<file path="src/hdl/tgi_pkg.sv">
// Package for the trilinear grid interpolator.
// Holds the fixed field widths, parameter defaults and item kind codes.
// No dependencies.
package tgi_pkg;

  localparam int MaxGridDef  = 16;
  localparam int FracBitsDef = 16;

  localparam int ValW  = 32;
  localparam int PosW  = 18;
  localparam int IdxW  = 12;
  localparam int GridW = 5;

  localparam logic [GridW-1:0] GridReset = 5'd16;

  localparam logic KindWrite = 1'b0;
  localparam logic KindQuery = 1'b1;

endpackage

</file>
<file path="src/hdl/tgi_blend.sv">
// Two-stage linear blend a + floor(((b - a) * w) / 2^FRAC_BITS).
// Depends on tgi_pkg for the value width.
module tgi_blend import tgi_pkg::*; #(
  parameter int FRAC_BITS = FracBitsDef
) (
  input  logic                   clk_i,
  input  logic                   en_i,
  input  logic signed [ValW-1:0] a_i,
  input  logic signed [ValW-1:0] b_i,
  input  logic [FRAC_BITS:0]     w_i,
  output logic signed [ValW-1:0] y_o
);

  localparam int DiffW = ValW + 1;
  localparam int ProdW = DiffW + FRAC_BITS + 1;

  logic signed [DiffW-1:0] diff;
  logic signed [ProdW-1:0] prod_d, prod_q;
  logic signed [ValW-1:0]  a_q, y_q;
  logic signed [ProdW-1:0] shifted;
  logic signed [DiffW-1:0] sum;

  assign diff   = DiffW'(b_i) - DiffW'(a_i);
  assign prod_d = ProdW'(diff) * ProdW'($signed({1'b0, w_i}));

  // The blend stays between its operands, so the sum fits the value width.
  assign shifted = prod_q >>> FRAC_BITS;
  assign sum     = DiffW'(a_q) + DiffW'(shifted);

  always_ff @(posedge clk_i) begin
    if (en_i) begin
      a_q    <= a_i;
      prod_q <= prod_d;
      y_q    <= ValW'(sum);
    end
  end

  assign y_o = y_q;

endmodule

</file>
<file path="config.mk">
export PLATFORM = sky130hd
export DESIGN_NAME = tgi_blend
export DESIGN_NICKNAME = d
export VERILOG_FILES = /design/src/hdl/tgi_pkg.sv /design/src/hdl/tgi_blend.sv
export SDC_FILE = /design/constraint.sdc
export NUM_CORES = 2
export LEC_CHECK = 0
export ABC_AREA = 1
export BUFFER_PORTS_ARGS = -buffer_cell sky130_fd_sc_hd__buf_2
export CORE_MARGIN = 1.5
export CORE_UTILIZATION = 25
export DETAILED_ROUTE_END_ITERATION = 8
export GPL_TIMING_DRIVEN = 0
export SYNTH_ARGS = -nofsm -noshare
export SYNTH_HDL_FRONTEND = slang
export SYNTH_SLANG_ARGS = --single-unit
</file>
<file path="constraint.sdc">
create_clock -name clk_i -period 7.8 [get_ports clk_i]
set_input_delay 0.39 -clock clk_i [delete_from_list [all_inputs] [get_ports clk_i]]
set_output_delay 0.39 -clock clk_i [all_outputs]
set_load 0.05 [all_outputs]
</file>
Word-level counts from Yosys, hierarchy flattened
Cells that the tools add are included.
Storage, ports and cells
  register bits after elaboration: 112
  bits of input ports: 83
  output and inout bits: 32
  word-level logic and storage cells: 6
Cells by class
  $add $sub $neg: 2
  multiply operators: 1
Operators with widths (number)
  multiplier 33 x 18 -> 48 bit: 1
  subtractor 32 x 32 -> 33 bit: 1
  adder 32 bit: 1

Longest topological paths before layout
  depth after elaboration: 2
  depth in mapped cells: 41
  gate-level depth less buffers: 40

Worst setup path after synthesis
No wires, ideal clock.
  kind: in2reg
  start point: input port b_i[0]
  end point: register prod_q[34] (data pin)
  library setup time: 0.262 ns
  data arrival time: 6.796 ns
  required time: 7.538 ns
  path slack: 0.741 ns
  stages on the path: 32
  path buffers: 1
  cell sequence: inv_1 -> ha_1 -> fa_1 -> inv_1 -> nand2_1 -> nand2_1 -> nand3_1 -> nand2_1 -> a31o_2 -> or2_2 -> nand2_1 -> inv_1 -> clkbuf_1 -> nand2_1 -> fa_1 -> fa_1 -> fa_1 -> inv_1 -> fa_1 -> inv_1 -> fa_1 -> fa_1 -> inv_1 -> ha_1 -> nand2_1 -> nor2_1 -> inv_1 -> nor3_1 -> a21oi_1 -> o21ai_0 -> a21oi_1 -> xor2_1
Between the ends
  longest elaborated chain between the ends: 2
Ends and longest elaborated chain
  start: declaration: RTL line tgi_blend.sv:9  | input logic signed [ValW-1:0] b_i,
  subtractor 32 x 32 -> 33 bit: RTL line tgi_blend.sv:23  | assign diff = DiffW'(b_i) - DiffW'(a_i);
  multiplier 33 x 18 -> 48 bit: RTL line tgi_blend.sv:24  | assign prod_d = ProdW'(diff) * ProdW'($signed({1'b0, w_i}));
  named net prod_d[34]: RTL line tgi_blend.sv:18  | logic signed [ProdW-1:0] prod_d, prod_q;
  end signal: assignment: RTL line tgi_blend.sv:33  | prod_q <= prod_d;
  end: declaration: RTL line tgi_blend.sv:18
The timed path passes the listed nets, and every way through them passes these cells.
A chain may end at the register's enable or synchronous reset.

Worst setup path in the final report
  start point: input port a_i[14]
  end point: register prod_q[42] (data pin)
Between the ends
  longest elaborated chain between the ends: 2
Ends and longest elaborated chain
  start: declaration: RTL line tgi_blend.sv:8  | input logic signed [ValW-1:0] a_i,
  subtractor 32 x 32 -> 33 bit: RTL line tgi_blend.sv:23
  multiplier 33 x 18 -> 48 bit: RTL line tgi_blend.sv:24
  named net prod_d[42]: RTL line tgi_blend.sv:18
The timed path passes the listed nets, and every way through them passes these cells.

==> parameters.txt <==
Parameter                              Value

Setup path
  Endpoint arrival time on the critical path    7780 ps
  Cell at the slowest stage of the critical path    sky130_fd_sc_hd__fa_1
  Reg-to-Reg Start    prod_q[16]$_DFFE_PP_
  Internal reg-to-reg setup slack    4650 ps
  Crit. Startpoint    a_i[14]
  Capturing instance or port of the critical path    prod_q[42]$_DFFE_PP_
  Startpoint Class    input port
  Slowest Stage Delay on Critical Path    570 ps
  Crit path kind    input port to register
  Depth of the worst register-to-register path    15
  Total buffers and inverters traversed by the critical path    9
  Worst-path fanout max    10
  CP Depth    32
  RR Endpoint    y_o[26]$_DFFE_PP_
  Critical Path End Type    register
  Data required time of the worst path    7880 ps
  Critical path's top delay family    adder cells

Timing
  Count of pins over their slew limit    0
  Ratio of final minimum period to clock period    98.6%
  Worst Tran Pin Value    1160 ps
  Relative slew slack    22.2%
  Final count of hold timing violations    0
  Min cycle time layout    7690 ps
  Achievable Freq    130 MHz
  Worst Clk Skew    13.9 ps
  Sum of negative setup slack    0 ps
  Final number of setup-violating endpoints    0

Clock network
  TritonCTS sink count    96
  Root buffer cell    sky130_fd_sc_hd__clkbuf_16
  Count of hold-fix buffers inserted at cts    0
  Clk buf depth    2
  TritonCTS clock tree    done
  Clock network latency to the later pin of the worst-skew pair    360 ps
  Clock buffer count from CTS    9
  H-tree Lvls    3
  Clock transition time at the flip-flop clock pins of the worst setup and hold paths    70 ps

GRT
  Overflow after GRT    0
  Total global routing track utilization    16.5%
  Pin count of the biggest net entering global routing    72
  Met1 layer usage reported by global route    21.3%
  Number of global-route vias before repair    21700
  Wire length of the first global-routing pass    129000 um
  Met2 Use GR    27.5%
  Initial antenna violation count    3
  Most heavily used metal layer in global routing    met2
  Met3 Resource Use GR    3.32%

Floorplanning
  Initial Utilization    25.3%
  Die span in x    322 um
  Core Region    0.100 sq mm
  Die ar.    0.104 sq mm
  Placement row count    116
  I/O pin count    115
  Die Ht    322 um

Logic synthesis
  Count of unique library cells instantiated by Yosys    43
  Fraction of synthesized cell area taken by the top area cell type    40.6%
  Number of instances in the synthesized netlist    3127
  Number of synthesized register bits    96
  Mean Syn Cell Area    8.13 sq um
  Post-synthesis net count    3899
  Area contributors post-synth    sky130_fd_sc_hd__fa_1, sky130_fd_sc_hd__inv_1, sky130_fd_sc_hd__edfxtp_1, sky130_fd_sc_hd__ha_1, sky130_fd_sc_hd__nand2_1
  Syn Std Cell Area    0.0254 sq mm
  Post-synthesis sequential area ratio    11.3%
  Top cell type by total area after synthesis    sky130_fd_sc_hd__fa_1
  Count of synthesis-stage warnings from yosys    0

Placed design
  Placed wire-length estimate    73100 um
  Number of buffers inserted by port buffering    105
  Global placement routability congestion    0.969

Drt
  Number of vias in the routed layout    21100
  Drt via density    4.54
  Residual DRC count    0
  Routed wirelength normalized by instance count    18.3 um
  Routed Wire Length    85200 um
  Number of iterations in the first detailed-routing pass    5
  Antenna-violating nets left    0
  Iter 0 DRT Violations    1579

Flow run
  Max cap viols    0

Cells and area
  Layout overhead on the synthesized area    15.1%
  Antenna fix cells    0
  Layout cell share with drive strength beyond 1    11.6%
  Fin nets    4059

Worst hold path
  Type of the worst min-delay path    input port to register

Outcome
  Run status    complete, no violations
-- cells in the final DEF (no fill, tap or decap), types with 45 or more instances in the layout --
cell | netlist | routed
sky130_fd_sc_hd__clkbuf_1 | 62 | 50
sky130_fd_sc_hd__edfxtp_1 | 96 | 96
sky130_fd_sc_hd__ha_1 | 173 | 146
sky130_fd_sc_hd__buf_2 | 13 | 110
sky130_fd_sc_hd__a21oi_1 | 103 | 80
sky130_fd_sc_hd__inv_1 | 829 | 818
sky130_fd_sc_hd__xor2_1 | 56 | 54
sky130_fd_sc_hd__o21ai_0 | 54 | 45
sky130_fd_sc_hd__nand2_1 | 525 | 490
sky130_fd_sc_hd__fa_1 | 516 | 505
sky130_fd_sc_hd__buf_4 | 1 | 46
sky130_fd_sc_hd__nand3_1 | 75 | 74
sky130_fd_sc_hd__nor2_1 | 422 | 401
-- worst min-delay path by stage --
stage                           from                to  cells past startpoint
CTS                           a_i[6]  a_q[6]$_DFFE_PP_                      1
finish                        a_i[6]  a_q[6]$_DFFE_PP_                      1
global placement    a_q[0]$_DFFE_PP_  y_o[0]$_DFFE_PP_                      1
floorplan                     a_i[0]  a_q[0]$_DFFE_PP_                      0
detailed placement  a_q[0]$_DFFE_PP_  y_o[0]$_DFFE_PP_                      1
global route                  a_i[6]  a_q[6]$_DFFE_PP_                      1
-- repair_timing --
item,4_1_cts,5_1_grt
pin swaps,12,29
gates resized for setup,97,142
buffers inserted,20,28
setup endpoints to repair,30,30
-- sequential cells by signal (all words and copies together), names as in the netlist --
signal / flops
y_o: 32
a_q: 32
prod_q: 32
-- kinds of logic (layout without fill, tap and decap cells) --
family / count (synthesis) / count (layout) / synth area share, %
simple gates: 1102 / 1102 / 17.4
flops: 96 / 96 / 11.3
fa+ha+maj: 689 / 689 / 49.1
compound gates: 236 / 236 / 5.39
buf+inv: 913 / 1078 / 13.6
xor+xnor: 91 / 91 / 3.25
-- cells in the mapped netlist (all sizes together) --
| cell type | instances |
|---|---|
| a21boi | 8 |
| inv | 831 |
| ha | 173 |
| and2 | 2 |
| and3 | 5 |
| o21ai | 57 |
| nor3 | 14 |
| nand3b | 1 |
| xor2 | 58 |
| o21a | 4 |
| a31oi | 14 |
| clkbuf | 62 |
| edfxtp | 96 |
| nor2 | 422 |
| nand3 | 75 |
| a21oi | 104 |
| buf | 16 |
| o31ai | 2 |
| xnor2 | 33 |
| fa | 516 |
| o2111ai | 1 |
| a31o | 2 |
| or2 | 35 |
| a211oi | 3 |
| o211ai | 6 |
| o21bai | 17 |
| a221oi | 1 |
| nor4 | 7 |
| clkinv | 4 |
| nand4 | 14 |
| a21o | 17 |
| nand2 | 527 |
-- final cells by class --
class	instances	area, sq um
Inverter	835	3150
Timing Repair Buffer	154	998
Fill cell	10900	71200
Multi-Input combinational cell	2118	19900
Buffer	73	359
Clock inverter	7	63.8
Clock buffer	9	225
Sequential cell	96	2880
Tap cell	1357	1700
-- layer usage --
layer / vias up / wire length (um)
met3: 171 / 7200
met4: 2 / 3330
met5: - / 11
met1: 10600 / 35000
met2: 882 / 39700
li1: 9508 / -
-- through the flow --
step	area (sq um)	hold WS [ps]	utilization, %	worst slack [ps]	instances
after floorplan	25400	489	-	741	3127
after global placement	27700	531	27.5	-1450	4589
after detailed placement	27700	536	27.6	-1340	4590
after CTS	28600	224	28.4	2.86	4624
after global routing	29300	225	29.2	-14.6	4649
final	29300	231	29.2	108	4649
Power is not shown: default switching activity piles up to over one toggle a cycle in this logic, so the estimate is an artifact.
